==> src/rtl/pltm_pkg.sv <==
`timescale 1ns / 1ps
// ----------------------------------------------------------------------------
// pltm_pkg
// Shared types and constants for the parallel link transfer master.
// ----------------------------------------------------------------------------
package pltm_pkg;

  // item opcodes
  localparam logic [2:0] OP_START_WR = 3'd0;
  localparam logic [2:0] OP_START_RD = 3'd1;
  localparam logic [2:0] OP_SPEED    = 3'd2;
  localparam logic [2:0] OP_TICK     = 3'd3;
  localparam logic [2:0] OP_WR_BYTE  = 3'd4;

  // transfer phases
  localparam logic [2:0] PH_IDLE       = 3'd0;
  localparam logic [2:0] PH_BUSY_XFER  = 3'd1;
  localparam logic [2:0] PH_BUSY_SPEED = 3'd2;
  localparam logic [2:0] PH_WAIT_BYTE  = 3'd3;
  localparam logic [2:0] PH_WGAP       = 3'd4;
  localparam logic [2:0] PH_RGAP       = 3'd5;

  // configuration register indexes
  localparam logic [1:0] CFG_BUSY_POLL = 2'd0;
  localparam logic [1:0] CFG_WR_GAP    = 2'd1;
  localparam logic [1:0] CFG_RD_GAP    = 2'd2;

  localparam logic [5:0] RST_BUSY_POLL = 6'd32;
  localparam logic [5:0] RST_WR_GAP    = 6'd4;
  localparam logic [5:0] RST_RD_GAP    = 6'd32;

  // header bytes
  localparam logic [7:0] HDR_LEN_MASK  = 8'h3f;
  localparam logic [7:0] HDR_READ      = 8'h40;
  localparam logic [7:0] HDR_LONG      = 8'h80;
  localparam logic [7:0] HDR_LO_MASK   = 8'h7f;
  localparam logic [7:0] SPEED_FAST    = 8'hc5;
  localparam logic [7:0] SPEED_SLOW    = 8'hc4;
  localparam logic [13:0] SHORT_MAX    = 14'd64;

  typedef struct packed {
    logic [2:0]  opcode;
    logic [13:0] xfer_size;
    logic        speed_fast;
    logic [7:0]  write_data;
    logic        busy_level;
    logic [7:0]  port_data;
  } in_t;

  typedef struct packed {
    logic [7:0] data_out;
    logic       bus_drive;
    logic       select_level;
    logic       clock_level;
    logic [7:0] read_data;
    logic       read_valid;
    logic       timed_out;
    logic       refused;
    logic       fast_mode;
    logic       last;
  } out_t;

  typedef struct packed {
    logic [5:0] busy_poll_limit;
    logic [5:0] write_gap;
    logic [5:0] read_gap;
  } cfg_t;

endpackage

==> src/rtl/parallel_link_transfer_master_core.sv <==
`timescale 1ns / 1ps
// ----------------------------------------------------------------------------
// parallel_link_transfer_master_core
// Host side of a byte-wide parallel link: headers, busy polling, paced byte
// clocking and select control, one command or tick per beat.
//
//   channel | signals                       | beat
//   --------+-------------------------------+--------------------------------
//   in      | in_valid, in_ready, in_data   | one command, tick or write byte
//   out     | out_valid, out_ready, out_data| one line snapshot per in beat
//   cfg     | cfg_we, cfg_idx, cfg_wdata    | register write, no wait
//
// One beat per cycle while in_ready is high; a result appears the cycle after
// its input beat, set by the single output register.
// Synchronous active-low reset; no clearing pass, ready right after reset.
// in_ready drops only while a result is held and out_ready is low.
// ----------------------------------------------------------------------------
module parallel_link_transfer_master_core
  import pltm_pkg::*;
#(
  parameter int MAX_TRANSFER = 8192
)
(
  input  logic       clk,
  input  logic       rst_n,
  input  logic       in_valid,
  output logic       in_ready,
  input  in_t        in_data,
  output logic       out_valid,
  input  logic       out_ready,
  output out_t       out_data,
  input  logic       cfg_we,
  input  logic [1:0] cfg_idx,
  input  logic [5:0] cfg_wdata
);

  cfg_t cfg;
  out_t res;
  logic fire;

  assign fire = in_valid && in_ready;

  pltm_cfg u_cfg (
    .clk       (clk),
    .rst_n     (rst_n),
    .cfg_we    (cfg_we),
    .cfg_idx   (cfg_idx),
    .cfg_wdata (cfg_wdata),
    .cfg       (cfg)
  );

  pltm_core #(
    .MAX_TRANSFER (MAX_TRANSFER)
  ) u_core (
    .clk   (clk),
    .rst_n (rst_n),
    .fire  (fire),
    .item  (in_data),
    .cfg   (cfg),
    .res   (res)
  );

  pltm_obuf u_obuf (
    .clk       (clk),
    .rst_n     (rst_n),
    .load      (fire),
    .load_data (res),
    .can_load  (in_ready),
    .out_valid (out_valid),
    .out_ready (out_ready),
    .out_data  (out_data)
  );

endmodule

==> src/rtl/pltm_cfg.sv <==
`timescale 1ns / 1ps
// ----------------------------------------------------------------------------
// pltm_cfg
// Configuration register file: busy poll limit and pacing gaps.
// ----------------------------------------------------------------------------
module pltm_cfg
  import pltm_pkg::*;
(
  input  logic       clk,
  input  logic       rst_n,
  input  logic       cfg_we,
  input  logic [1:0] cfg_idx,
  input  logic [5:0] cfg_wdata,
  output cfg_t       cfg
);

  cfg_t cfg_r;
  cfg_t cfg_nxt;

  always_comb begin
    cfg_nxt = cfg_r;
    if (cfg_we) begin
      case (cfg_idx)
        CFG_BUSY_POLL: cfg_nxt.busy_poll_limit = cfg_wdata;
        CFG_WR_GAP:    cfg_nxt.write_gap       = cfg_wdata;
        CFG_RD_GAP:    cfg_nxt.read_gap        = cfg_wdata;
        default:       cfg_nxt = cfg_r;
      endcase
    end
  end

  always_ff @(posedge clk) begin
    if (!rst_n) begin
      cfg_r.busy_poll_limit <= RST_BUSY_POLL;
      cfg_r.write_gap       <= RST_WR_GAP;
      cfg_r.read_gap        <= RST_RD_GAP;
    end else begin
      cfg_r <= cfg_nxt;
    end
  end

  assign cfg = cfg_r;

endmodule

==> src/rtl/pltm_core.sv <==
`timescale 1ns / 1ps
// ----------------------------------------------------------------------------
// pltm_core
// Link state registers and the per-beat update: header, speed change, busy wait,
// pacing, byte clocking and select release.
// ----------------------------------------------------------------------------
module pltm_core
  import pltm_pkg::*;
#(
  parameter int MAX_TRANSFER = 8192
)
(
  input  logic clk,
  input  logic rst_n,
  input  logic fire,
  input  in_t  item,
  input  cfg_t cfg,
  output out_t res
);

  localparam logic [13:0] MAX_SZ = 14'(MAX_TRANSFER);

  logic [2:0]  phase_r, phase_nxt;
  logic        reading_r, reading_nxt;
  logic [13:0] left_r, left_nxt;
  logic [5:0]  poll_r, poll_nxt;
  logic [5:0]  gap_r, gap_nxt;
  logic [7:0]  hdr2_r, hdr2_nxt;
  logic        clk_line_r, clk_line_nxt;
  logic        sel_r, sel_nxt;
  logic [7:0]  bus_r, bus_nxt;
  logic        drive_r, drive_nxt;
  logic        speed_r, speed_nxt;
  logic        pend_r, pend_nxt;

  logic [13:0] n;
  logic        wait_done;

  assign n = item.xfer_size - 14'd1;

  always_comb begin
    phase_nxt    = phase_r;
    reading_nxt  = reading_r;
    left_nxt     = left_r;
    poll_nxt     = poll_r;
    gap_nxt      = gap_r;
    hdr2_nxt     = hdr2_r;
    clk_line_nxt = clk_line_r;
    sel_nxt      = sel_r;
    bus_nxt      = bus_r;
    drive_nxt    = drive_r;
    speed_nxt    = speed_r;
    pend_nxt     = pend_r;
    wait_done    = 1'b0;
    res          = '0;

    case (item.opcode)
      OP_START_WR, OP_START_RD, OP_SPEED: begin
        if (phase_r != PH_IDLE || (item.opcode != OP_SPEED &&
            (item.xfer_size == 14'd0 || item.xfer_size > MAX_SZ))) begin
          res.refused = 1'b1;
        end else begin
          if (item.opcode == OP_SPEED) begin
            bus_nxt   = item.speed_fast ? SPEED_FAST : SPEED_SLOW;
            pend_nxt  = item.speed_fast;
            phase_nxt = PH_BUSY_SPEED;
          end else begin
            reading_nxt = (item.opcode == OP_START_RD);
            left_nxt    = item.xfer_size;
            if (item.xfer_size <= SHORT_MAX) begin
              bus_nxt  = (reading_nxt ? HDR_READ : 8'h00) | (n[7:0] & HDR_LEN_MASK);
              hdr2_nxt = 8'h00;
            end else begin
              bus_nxt  = HDR_LONG | ({1'b0, n[13:7]} & HDR_LEN_MASK);
              hdr2_nxt = (reading_nxt ? HDR_LONG : 8'h00) | (n[7:0] & HDR_LO_MASK);
            end
            phase_nxt = PH_BUSY_XFER;
          end
          sel_nxt  = 1'b0;
          poll_nxt = cfg.busy_poll_limit;
          if (cfg.busy_poll_limit == 6'd0) begin
            res.timed_out = 1'b1;
            wait_done     = 1'b1;
          end
        end
      end
      OP_TICK: begin
        if (phase_r == PH_BUSY_XFER || phase_r == PH_BUSY_SPEED) begin
          if (!item.busy_level) begin
            wait_done = 1'b1;
          end else begin
            poll_nxt = poll_r - 6'd1;
            if (poll_nxt == 6'd0) begin
              wait_done     = 1'b1;
              res.timed_out = 1'b1;
            end
          end
        end else if (phase_r == PH_WGAP) begin
          gap_nxt = gap_r - 6'd1;
          if (gap_nxt == 6'd0) begin
            if (left_r == 14'd0) begin
              sel_nxt   = 1'b1;
              drive_nxt = 1'b1;
              phase_nxt = PH_IDLE;
              res.last  = 1'b1;
            end else begin
              phase_nxt = PH_WAIT_BYTE;
            end
          end
        end else if (phase_r == PH_RGAP) begin
          if (gap_r != 6'd0) begin
            gap_nxt = gap_r - 6'd1;
          end else begin
            clk_line_nxt   = ~clk_line_r;
            res.read_data  = item.port_data;
            res.read_valid = 1'b1;
            left_nxt       = left_r - 14'd1;
            if (left_nxt == 14'd0) begin
              sel_nxt   = 1'b1;
              drive_nxt = 1'b1;
              phase_nxt = PH_IDLE;
              res.last  = 1'b1;
            end else begin
              gap_nxt = cfg.read_gap;
            end
          end
        end
      end
      OP_WR_BYTE: begin
        if (phase_r == PH_WAIT_BYTE) begin
          bus_nxt      = item.write_data;
          clk_line_nxt = ~clk_line_r;
          left_nxt     = left_r - 14'd1;
          gap_nxt      = cfg.write_gap;
          if (cfg.write_gap != 6'd0) begin
            phase_nxt = PH_WGAP;
          end else if (left_nxt == 14'd0) begin
            sel_nxt   = 1'b1;
            drive_nxt = 1'b1;
            phase_nxt = PH_IDLE;
            res.last  = 1'b1;
          end
        end else begin
          res.refused = 1'b1;
        end
      end
      default: res.refused = 1'b1;
    endcase

    // busy wait finished: speed change closes, transfers move to data
    if (wait_done) begin
      if (phase_nxt == PH_BUSY_SPEED) begin
        sel_nxt   = 1'b1;
        speed_nxt = pend_nxt;
        phase_nxt = PH_IDLE;
        res.last  = 1'b1;
      end else begin
        if (left_nxt > SHORT_MAX) begin
          bus_nxt      = hdr2_nxt;
          clk_line_nxt = ~clk_line_nxt;
        end
        if (reading_nxt) begin
          drive_nxt = 1'b0;
          gap_nxt   = cfg.read_gap;
          phase_nxt = PH_RGAP;
        end else begin
          phase_nxt = PH_WAIT_BYTE;
        end
      end
    end

    res.data_out     = bus_nxt;
    res.bus_drive    = drive_nxt;
    res.select_level = sel_nxt;
    res.clock_level  = clk_line_nxt;
    res.fast_mode    = speed_nxt;
  end

  always_ff @(posedge clk) begin
    if (!rst_n) begin
      phase_r    <= PH_IDLE;
      reading_r  <= 1'b0;
      left_r     <= '0;
      poll_r     <= '0;
      gap_r      <= '0;
      hdr2_r     <= '0;
      clk_line_r <= 1'b1;
      sel_r      <= 1'b1;
      bus_r      <= 8'hff;
      drive_r    <= 1'b1;
      speed_r    <= 1'b0;
      pend_r     <= 1'b0;
    end else if (fire) begin
      phase_r    <= phase_nxt;
      reading_r  <= reading_nxt;
      left_r     <= left_nxt;
      poll_r     <= poll_nxt;
      gap_r      <= gap_nxt;
      hdr2_r     <= hdr2_nxt;
      clk_line_r <= clk_line_nxt;
      sel_r      <= sel_nxt;
      bus_r      <= bus_nxt;
      drive_r    <= drive_nxt;
      speed_r    <= speed_nxt;
      pend_r     <= pend_nxt;
    end
  end

endmodule

==> src/rtl/pltm_obuf.sv <==
`timescale 1ns / 1ps
// ----------------------------------------------------------------------------
// pltm_obuf
// Result register with valid/ready; refills in the cycle it drains.
// ----------------------------------------------------------------------------
module pltm_obuf
  import pltm_pkg::*;
(
  input  logic clk,
  input  logic rst_n,
  input  logic load,
  input  out_t load_data,
  output logic can_load,
  output logic out_valid,
  input  logic out_ready,
  output out_t out_data
);

  logic valid_r, valid_nxt;
  out_t data_r;

  assign can_load  = !valid_r || out_ready;
  assign valid_nxt = load || (valid_r && !out_ready);

  always_ff @(posedge clk) begin
    if (!rst_n) begin
      valid_r <= 1'b0;
    end else begin
      valid_r <= valid_nxt;
    end
  end

  always_ff @(posedge clk) begin
    if (load) begin
      data_r <= load_data;
    end
  end

  assign out_valid = valid_r;
  assign out_data  = data_r;

endmodule
==> config.mk <==
export PLATFORM = sky130hd
export DESIGN_NAME = parallel_link_transfer_master_core
export DESIGN_NICKNAME = d
export VERILOG_FILES = /design/src/rtl/pltm_pkg.sv /design/src/rtl/parallel_link_transfer_master_core.sv /design/src/rtl/pltm_cfg.sv /design/src/rtl/pltm_core.sv /design/src/rtl/pltm_obuf.sv
export SDC_FILE = /design/constraint.sdc
export NUM_CORES = 1
export LEC_CHECK = 0
export BUFFER_PORTS_ARGS = -buffer_cell sky130_fd_sc_hd__buf_2
export CAP_MARGIN = 20
export CELL_PAD_IN_SITES_DETAIL_PLACEMENT = 0
export CELL_PAD_IN_SITES_GLOBAL_PLACEMENT = 1
export CORE_UTILIZATION = 44
export CTS_CLUSTER_SIZE = 16
export DETAILED_ROUTE_END_ITERATION = 8
export GPL_ROUTABILITY_DRIVEN = 0
export PLACE_DENSITY_LB_ADDON = 0.1
export SYNTH_ARGS = -nofsm -noshare
export SYNTH_HDL_FRONTEND = slang
export SYNTH_SLANG_ARGS = --single-unit
==> constraint.sdc <==
create_clock -name clk -period 5.5 [get_ports clk]
set_input_delay 0.275 -clock clk [delete_from_list [all_inputs] [get_ports clk]]
set_output_delay 0.275 -clock clk [all_outputs]
set_load 0.02 [all_outputs]
==> impl_results.md, run 1 <==
* Number of core rows at between 40 and 50
* Layout filler cell count at 1,412
* Clock root buffer master: sky130_fd_sc_hd__clkbuf_16
* Worst voltage drop across the vdd grid at between 150 and 200 µV
* Maximum clock path buffer count at 2
* Number of cells on the worst hold path at 3
* DRC violation count after routing at 0
* Resized Gates After CTS at 0
* Outcome: complete, no violations
* Critical register-to-register path startpoint: u_core.phase_r[0]$_SDFFE_PN0P_
* Final global-route overflow total at 0
* Final Hold Slack at 179 ps
* Post-route clock period utilization at 0.834
* Top library cells by usage in the layout, fill and taps aside: sky130_fd_sc_hd__nand2_1 (94), sky130_fd_sc_hd__buf_2 (73), sky130_fd_sc_hd__dfxtp_1 (70), sky130_fd_sc_hd__nor2_1 (68), sky130_fd_sc_hd__o21ai_0 (66)
* Fraction of final layout cells with drive strength greater than 1 at 0.159
* Shortest clock period the worst path allows after layout at ~4600 ps
* Detailed-route vias per instance at between 6 and 7
* Power per cell area at around 250 nW/µm²
* FF/Latch Area at 2120 µm²
* Reg-to-reg endpoint: u_core.bus_r[7]$_SDFFE_PN1P_
* Starting DRT DRC Count at about 580
* Number of flip-flops and latches in the synthesized netlist at 94
* Number of antenna violations at the first check in global routing at 0
* Critical Path Slowest Stage Cell: sky130_fd_sc_hd__nor4_1
* Number of nets in the layout at 909
* Width of the die at 123 µm
* Count of flip-flops with a built-in enable after synthesis at 24
* Post-synthesis average cell area at between 7 and 8 µm²
* Sum Neg Setup Slack at 0 ps
* Worst Hold Class: input port to flip-flop
* TritonCTS clock tree: done
* Synth Cell Area at 6480 µm²
* Reg-to-reg slack, setup at 910 ps
* Count of max-cap constraint violations at 0
* Area used by multi-input combinational logic at between 4000 and 5000 µm²
* Leakage power summed over all cells at around 0.003 µW
* Post-Route WL at slightly above 20 mm
* Area of the die at between 15,000 and 20,000 µm²
* Kind of critical path: flip-flop to flip-flop
* Via count of the first global-routing pass at 5,793
* Number of instances in the synthesized netlist at between 800 and 900
* Transition at the pin with the smallest max-transition slack at approximately 1100 ps
* Reg2reg path depth at 11
* Input/output buffers at 73
* Count of TritonRoute iterations in the first routing pass at 5
* Number of endpoints with negative hold slack in the final report at 0
* Final clock skew at slightly below 7 ps
* Die H at 123 µm
* Count of final max-slew check failures at 0
* Kind of end point of the critical path: flip-flop
* Wire length of the first global-routing pass at around 32 mm
* Count of antenna diodes in the layout at 0
* Post-synth net total at just under 900
* HPWL after detailed placement at 14.6 mm
* Area grow syn2layout at 11.5%
* Latest clock arrival within the worst-skew pair at 350 ps
* Count of yosys warnings during synthesis at 0
* Routed Antenna Nets at 0
* Core area at between 10,000 and 15,000 µm²
* Clock transition time at the flip-flop clock pins of the worst setup and hold paths at about 70 ps
* Total setup buffers inserted after CTS at 0
* Final setup violation count at 0
* Count of clock tree sinks at 94
* Largest cells by area after synthesis: sky130_fd_sc_hd__dfxtp_1 (22%), sky130_fd_sc_hd__edfxtp_1 (11%), sky130_fd_sc_hd__nand2_1 (5.4%), sky130_fd_sc_hd__o21ai_0 (5.1%), sky130_fd_sc_hd__mux2i_1 (4.6%)
* Total number of H-tree levels at 3
* Distinct cell type count of the synthesized netlist at 76
* Post-Place Cells at 1,026
* Cell taking the most area after synthesis: sky130_fd_sc_hd__dfxtp_1
* Sort of element at the start of the critical path: flip-flop
* Initial core utilization at 0.448
* Seq/Total Area, Yosys at 0.327
* Top-area cell type share of the netlist area at 0.216
* Number of top-level pins at 74
* Normalized max-slew margin at 0.244
* GRT Total Usage at 0.274
* Highest fanout seen on the critical path at 19
* Maximum achievable frequency at 218 MHz
* Final standard cell count with taps included and fillers excluded at approximately 1,000
* Critical path data required time at about 5700 ps
* Most common flop cell mapped by yosys: sky130_fd_sc_hd__dfxtp_1
* Commonest non-fill, non-tap cell in the layout: sky130_fd_sc_hd__nand2_1
* WP data arrival at about 4800 ps
* CP Cell Sequence: nor3_1 > o21ai_0 > nor4_1 > or2_1 > mux2_4 > a222oi_1 > nand4_1 > o41ai_2 > buf_4 > mux2_2 > a21o_1
* Pin count of the biggest net entering global routing at 75
* Proportion of register bits with asynchronous set or reset after synthesis at 0
* Setup repair after global routing missed its margin: false
* Cts bufs inserted at 9
* Total via count after detailed routing at ~6,400
* Worst min-delay path endpoint: u_obuf.out_valid$_SDFF_PN0_
* Critical path's largest stage delay at between 600 and 700 ps
* CTS Hold Bufs at 0
* Startpoint of the most critical hold path: in_valid
* Per-cell routed wire length at between 15 and 20 µm
[routing by layer]
metal / vias to the layer above / GRT usage / wire (µm)
met5: - / 0 / 0
li1: 3066 / - / -
met2: 224 / 0.451 / 9720
met4: 0 / 0.117 / 606
met1: 3050 / 0.353 / 8960
met3: 43 / 0.0434 / 1080
[flip-flops by register name, indices dropped and copies added (netlist names), 3 cells and up]
name	cells
u_core.poll_r	6
u_core.bus_r	8
u_core.hdr2_r	8
u_core.phase_r	3
u_core.left_r	14
u_core.gap_r	6
u_cfg.cfg	18
u_obuf.out_data	24
[Yosys cell counts, types with 7 or more instances]
library cell                n
sky130_fd_sc_hd__o21ai_0   66
sky130_fd_sc_hd__nor3_1    26
sky130_fd_sc_hd__dfxtp_1   70
sky130_fd_sc_hd__nor2_1    68
sky130_fd_sc_hd__clkbuf_1  59
sky130_fd_sc_hd__nand3_1   24
sky130_fd_sc_hd__o21bai_1   7
sky130_fd_sc_hd__a21o_1    11
sky130_fd_sc_hd__inv_1     20
sky130_fd_sc_hd__a211oi_1   9
sky130_fd_sc_hd__nor2b_1   31
sky130_fd_sc_hd__o211a_1   11
sky130_fd_sc_hd__nand2_1   94
sky130_fd_sc_hd__o31ai_1    9
sky130_fd_sc_hd__nand3b_1   8
sky130_fd_sc_hd__mux2_2     8
sky130_fd_sc_hd__xnor2_1   13
sky130_fd_sc_hd__a31oi_1   13
sky130_fd_sc_hd__nand4_1    8
sky130_fd_sc_hd__and2_1    13
sky130_fd_sc_hd__mux2i_1   30
sky130_fd_sc_hd__a21boi_0  11
sky130_fd_sc_hd__edfxtp_1  24
sky130_fd_sc_hd__a21oi_1   47
sky130_fd_sc_hd__nor4_1    12
sky130_fd_sc_hd__nand2b_1  11
sky130_fd_sc_hd__ha_1       8
[through the flow]
stage	util	power, µW	cell area (µm²)	worst slack (ps)
after floorplan	-	1040	6480	1490
after global placement	0.477	1150	6910	901
after detailed placement	0.477	1150	6910	823
after CTS	0.499	1850	7230	994
after global routing	0.499	1920	7230	546
final	0.499	1840	7230	912
[how the worst max path moves through the flow]
stage | from | to | slack, ps | cells past startpoint
final | u_core.phase_r[0]$_SDFFE_PN0P_ | u_core.bus_r[7]$_SDFFE_PN1P_ | 910 | 11
after global routing | u_core.phase_r[0]$_SDFFE_PN0P_ | u_core.bus_r[7]$_SDFFE_PN1P_ | 550 | 11
after CTS | u_core.phase_r[0]$_SDFFE_PN0P_ | u_core.bus_r[7]$_SDFFE_PN1P_ | 990 | 11
after detailed placement | in_data[25] | u_core.bus_r[7]$_SDFFE_PN1P_ | 820 | 12
after global placement | in_data[25] | u_core.bus_r[7]$_SDFFE_PN1P_ | 900 | 12
after floorplan | in_data[25] | u_core.bus_r[0]$_SDFFE_PN1P_ | 1490 | 12
[kinds of logic after synthesis]
kind of cell,Yosys count,share of synthesized area
AND/OR/NAND/NOR,331,0.259
multiplexers,40,0.0648
flip-flops,94,0.327
XOR/XNOR,19,0.0257
adder cells (fa/ha/maj),8,0.0154
AO/OA/AOI/OAI,245,0.255
buffers and inverters,85,0.0527
[area by class of cell]
| cell class | count | share of cell area |
|---|---|---|
| clock buffers | 10 | 0.0317 |
| clock inverters | 6 | 0.0128 |
| inverters | 20 | 0.0104 |
| multi-input cells | 643 | 0.557 |
| flip-flops and latches | 94 | 0.293 |
| well taps | 184 | 0.0318 |
| repair buffers | 85 | 0.0630 |
[power by group]
part           internal [µW]  switching [µW]  total, µW
Clock                    403             289        693
Sequential               746            32.4        778
Combinational            136             229        365
[critical path: cells and delay by family (launching register included)]
| kind | cells | cell delay [ps] |
|---|---|---|
| compound gates | 4 | 1310 |
| flops | 1 | 530 |
| mux | 2 | 700 |
| simple gates | 4 | 1630 |
| buf+inv | 1 | 300 |
Note: power is estimated with default switching activity, not from simulation.
==> run 2, diff against run 1 <==
Settings changed: ABC_AREA from default to 1, CORE_UTILIZATION 44 to 38.
Clock period 5.5 ns to 4 ns, I/O delays scaled along.
==> run 2 against run 1 <==
Compared with the run above: global-route usage fell by 2.1 points; area after synthesis up 4.9%; fmax increased by 33%; flip-flop and latch count is the same; clock power rose by 31%; synthesized cell count rose by 26%; core utilization decreased by 5.7 points; register-to-register slack lost 370 ps; non-clock buffer count grew 2; first-iteration DRC count shrank 21%; clock skew rose by 4.3 ps; count of clock-buffer cells in the layout is 1 lower.
==> impl_results.md, run 2 <==
* Cell taking the most area after synthesis: sky130_fd_sc_hd__dfxtp_1 (unchanged)
* Shortest clock period the worst path allows after layout at 3460 ps (was 4590 ps)
* Normalized max-slew margin at 0.528 (was 0.244)
* Power per cell area at 355 nW/µm² (was 254 nW/µm²)
* Post-route clock period utilization at 0.864 (was 0.834)
* Wire length of the first global-routing pass at 35.5 mm (was 31.5 mm)
* Core area at 17,400 µm² (was 14,500 µm²)
* Reg-to-reg endpoint: u_obuf.out_data[18]$_DFFE_PP_ (was u_core.bus_r[7]$_SDFFE_PN1P_)
* Most common flop cell mapped by yosys: sky130_fd_sc_hd__dfxtp_1 (unchanged)
* Detailed-route vias per instance at 5.21 (was 6.13)
* Initial core utilization at 0.392 (was 0.448)
* Buffers plus inverters on the worst setup path at 1 (unchanged)
* CP Cell Sequence: inv_4 > ha_1 > nand2_1 > nand2_1 > nor2_1 > nand2_1 > nor2_2 > nand2_1 > nor2_1 > nand3_2 > nand2_1 > nand2_1 > nor2_1 > nand2_1 > nand2_2 > nand4_4 > nand3_4 > nand2_2 > and2_1 (was nor3_1 > o21ai_0 > nor4_1 > or2_1 > mux2_4 > a222oi_1 > nand4_1 > o41ai_2 > buf_4 > mux2_2 > a21o_1)
* Met3 routing resource usage after global routing at 0.0404 (was 0.0434)
* Setup repair after global routing missed its margin: false (unchanged)
* Finished Cell Area at 7680 µm² (was 7230 µm²)
* Final global-route overflow total at 0 (unchanged)
* Critical Path Slowest Stage Cell: sky130_fd_sc_hd__dfxtp_1 (was sky130_fd_sc_hd__nor4_1)
* Max FFs per register at 24 (unchanged)
* TritonCTS clock tree: done (unchanged)
* Total number of H-tree levels at 3 (unchanged)
* Number of core rows at 48 (was 44)
* Die H at 136 µm (was 123 µm)
* Via count of the first global-routing pass at 6,564 (was 5,793)
* Final setup violation count at 0 (unchanged)
* Worst Hold Class: input port to flip-flop (unchanged)
* Maximum achievable frequency at 289 MHz (was 218 MHz)
* Kind of end point of the critical path: flip-flop (unchanged)
* Starting DRT DRC Count at 459 (was 578)
* Kind of critical path: flip-flop to flip-flop (unchanged)
* Per-cell routed wire length at 16.9 µm (was 19.5 µm)
* Number of flip-flops and latches in the synthesized netlist at 94 (unchanged)
* Critical path's largest stage delay at 550 ps (was 630 ps)
* Placement-stage cell area at 7380 µm² (was 6910 µm²)
* Worst voltage drop across the vdd grid at 208 µV (was 155 µV)
* Number of nets in the layout at 1,153 (was 909)
* Seq/Total Area, Yosys at 0.312 (was 0.327)
* Worst min-delay path endpoint: u_obuf.out_valid$_SDFF_PN0_ (unchanged)
* Sort of element at the start of the critical path: flip-flop (unchanged)
* Crit path from: u_core.left_r[0]$_SDFFE_PN0P_ (was u_core.phase_r[0]$_SDFFE_PN0P_)
* Reg2reg path depth at 19 (was 11)
* Commonest non-fill, non-tap cell in the layout: sky130_fd_sc_hd__nand2_1 (unchanged)
* Count of TritonRoute iterations in the first routing pass at 5 (unchanged)
* Synth Cell Area at 6800 µm² (was 6480 µm²)
* Number of top-level pins at 74 (unchanged)
* Resized Gates After CTS at 0 (unchanged)
* Pin count of the biggest net entering global routing at 38 (was 75)
* Transition at the pin with the smallest max-transition slack at 702 ps (was 1130 ps)
* Startpoint of the most critical hold path: in_valid (unchanged)
* Latest clock arrival within the worst-skew pair at 370 ps (was 350 ps)
* WP data arrival at 3570 ps (was 4830 ps)
* Top delay family on crit path: simple AND/OR/NAND/NOR gates (unchanged)
* Number of instances in the synthesized netlist at 1,036 (was 822)
* Maximum clock path buffer count at 2 (unchanged)
* PnR Total Power at 2730 µW (was 1840 µW)
* Number of cells on the worst hold path at 3 (unchanged)
* Count of max-cap constraint violations at 0 (unchanged)
* Outcome: complete, no violations (unchanged)
* Clock root buffer master: sky130_fd_sc_hd__clkbuf_16 (unchanged)
* Area grow syn2layout at 13.0% (was 11.5%)
* Count of clock tree sinks at 94 (unchanged)
* Clock transition time at the flip-flop clock pins of the worst setup and hold paths at 80 ps (was 70 ps)
* Number of endpoints with negative hold slack in the final report at 0 (unchanged)
* Largest cells by area after synthesis: sky130_fd_sc_hd__dfxtp_1 (21%), sky130_fd_sc_hd__nand2_1 (12%), sky130_fd_sc_hd__edfxtp_1 (11%), sky130_fd_sc_hd__inv_1 (8.3%), sky130_fd_sc_hd__o21ai_0 (6.9%) (was sky130_fd_sc_hd__dfxtp_1 (22%), sky130_fd_sc_hd__edfxtp_1 (11%), sky130_fd_sc_hd__nand2_1 (5.4%), sky130_fd_sc_hd__o21ai_0 (5.1%), sky130_fd_sc_hd__mux2i_1 (4.6%))
* Distinct cell type count of the synthesized netlist at 53 (was 76)
* CTS Hold Bufs at 0 (unchanged)
* Width of the die at 136 µm (was 123 µm)
* HPWL after detailed placement at 16.8 mm (was 14.6 mm)
* Critical path data required time at 4120 ps (was 5740 ps)
* GR Util met2 at 0.417 (was 0.451)
* Layout filler cell count at 1,875 (was 1,412)
* Post-Route WL at 22.5 mm (was 20.4 mm)
* Count of yosys warnings during synthesis at 0 (unchanged)
* Sum Neg Setup Slack at 0 ps (unchanged)
* Leakage power summed over all cells at 0.00362 µW (was 0.00292 µW)
* Count of final max-slew check failures at 0 (unchanged)
* Final standard cell count with taps included and fillers excluded at 1,327 (was 1,042)
* Area of the die at 18,400 µm² (was 15,200 µm²)
* Post-synthesis average cell area at 6.56 µm² (was 7.89 µm²)
* Most instantiated library cell after synthesis: sky130_fd_sc_hd__nand2_1 (unchanged)
* Routed Antenna Nets at 0 (unchanged)
* Post-synth net total at 1,092 (was 878)
* Fraction of final layout cells with drive strength greater than 1 at 0.162 (was 0.159)
* Leading cell types by count after synthesis: sky130_fd_sc_hd__nand2_1 (213), sky130_fd_sc_hd__inv_1 (150), sky130_fd_sc_hd__o21ai_0 (94) (was sky130_fd_sc_hd__nand2_1 (94), sky130_fd_sc_hd__dfxtp_1 (70), sky130_fd_sc_hd__nor2_1 (68))
* Cts bufs inserted at 9 (unchanged)
* Input/output buffers at 73 (unchanged)
* Total via count after detailed routing at 6,918 (was 6,383)
* Critical register-to-register path startpoint: u_core.left_r[0]$_SDFFE_PN0P_ (was u_core.phase_r[0]$_SDFFE_PN0P_)
* Number of antenna violations at the first check in global routing at 0 (unchanged)
* Reg-to-reg slack, setup at 540 ps (was 910 ps)
* Critical Path Stages at 19 (was 11)
* Most Frequent Cell on Critical Path: sky130_fd_sc_hd__nand2_1
* Post-Place Cells at 1,311 (was 1,026)
* Final clock skew at 11.1 ps (was 6.77 ps)
* GRT Total Usage at 0.253 (was 0.274)
* Top-area cell type share of the netlist area at 0.206 (was 0.216)
* Count of flip-flops with a built-in enable after synthesis at 24 (unchanged)
* Count of antenna diodes in the layout at 0 (unchanged)
* Layer carrying the most global-route usage: met2 (unchanged)
* Total setup buffers inserted after CTS at 0 (unchanged)
* Proportion of register bits with asynchronous set or reset after synthesis at 0 (unchanged)
* Top library cells by usage in the layout, fill and taps aside: sky130_fd_sc_hd__nand2_1 (212), sky130_fd_sc_hd__inv_1 (149), sky130_fd_sc_hd__o21ai_0 (94), sky130_fd_sc_hd__nor2_1 (89), sky130_fd_sc_hd__a21oi_1 (89) (was sky130_fd_sc_hd__nand2_1 (94), sky130_fd_sc_hd__buf_2 (73), sky130_fd_sc_hd__dfxtp_1 (70), sky130_fd_sc_hd__nor2_1 (68), sky130_fd_sc_hd__o21ai_0 (66))
* Met1 global-route usage at 0.330 (was 0.353)
* DRC violation count after routing at 0 (unchanged)
* Highest fanout seen on the critical path at 21 (was 19)
==> run 2: cells by family (layout without fill, tap and decap cells) <==
logic type / after synthesis / count (layout) / share of synthesized area
AOI/OAI and AO/OA: 242 / 242 / 0.198
xor gates and xnor gates: 15 / 15 / 0.0215
adders and majority gates: 8 / 8 / 0.0147
buffers and inverters: 206 / 272 / 0.119
DFF: 94 / 94 / 0.312
muxes: 1 / 1 / 0.00147
and+or+nand+nor: 470 / 470 / 0.332
==> run 2: final cells by class <==
class | count | area, µm² | area share
well taps | 225 | 282 | 0.0366
flip-flops and latches | 94 | 2120 | 0.276
clock buffers | 9 | 225 | 0.0293
multi-input cells | 736 | 3870 | 0.503
clock inverters | 7 | 80.1 | 0.0104
repair buffers | 87 | 470 | 0.0612
inverters | 169 | 637 | 0.0829
==> run 2: report_power, final <==
part | switching, µW | total, µW | internal (µW) | leakage (µW)
logic | 493 | 722 | 229 | 0.00266
registers | 50.9 | 1100 | 1040 | 0.000809
clock network | 464 | 908 | 445 | 0.000145
total | 1010 | 2730 | 1720 | 0.00362
==> run 2: metal layers <==
metal  wire (µm)  vias to the layer above
met4         492                        0
met3        1130                       31
met2       10500                      183
met5           0                        -
met1       10300                     3158
li1            -                     3546
==> run 2: how the worst max path moves through the flow <==
stage / end / slack [ps]
after floorplan: u_obuf.out_data[19]$_DFFE_PP_ / 1330
after global placement: u_obuf.out_data[20]$_DFFE_PP_ / 690
after detailed placement: u_obuf.out_data[18]$_DFFE_PP_ / 610
after CTS: u_obuf.out_data[18]$_DFFE_PP_ / 560
after global routing: u_obuf.out_data[23]$_DFFE_PP_ / 220
final: u_obuf.out_data[18]$_DFFE_PP_ / 540
==> run 2: per-stage QoR <==
step	hold slack [ps]	util	worst slack, ps
after floorplan	326	-	1330
after global placement	449	0.425	694
after detailed placement	455	0.425	608
after CTS	76.9	0.443	560
after global routing	109	0.443	224
final	85.6	0.443	545
==> run 2: worst register-to-register path, stage by stage, from the launching register on <==
cell	delay, ps
sky130_fd_sc_hd__dfxtp_1	550
sky130_fd_sc_hd__inv_4	110
sky130_fd_sc_hd__ha_1	270
sky130_fd_sc_hd__nand2_1	110
sky130_fd_sc_hd__nand2_1	80
sky130_fd_sc_hd__nor2_1	100
sky130_fd_sc_hd__nand2_1	70
sky130_fd_sc_hd__nor2_2	120
sky130_fd_sc_hd__nand2_1	70
sky130_fd_sc_hd__nor2_1	140
sky130_fd_sc_hd__nand3_2	260
sky130_fd_sc_hd__nand2_1	130
sky130_fd_sc_hd__nand2_1	70
sky130_fd_sc_hd__nor2_1	90
sky130_fd_sc_hd__nand2_1	70
sky130_fd_sc_hd__nand2_2	80
sky130_fd_sc_hd__nand4_4	330
sky130_fd_sc_hd__nand3_4	340
sky130_fd_sc_hd__nand2_2	70
sky130_fd_sc_hd__and2_1	140
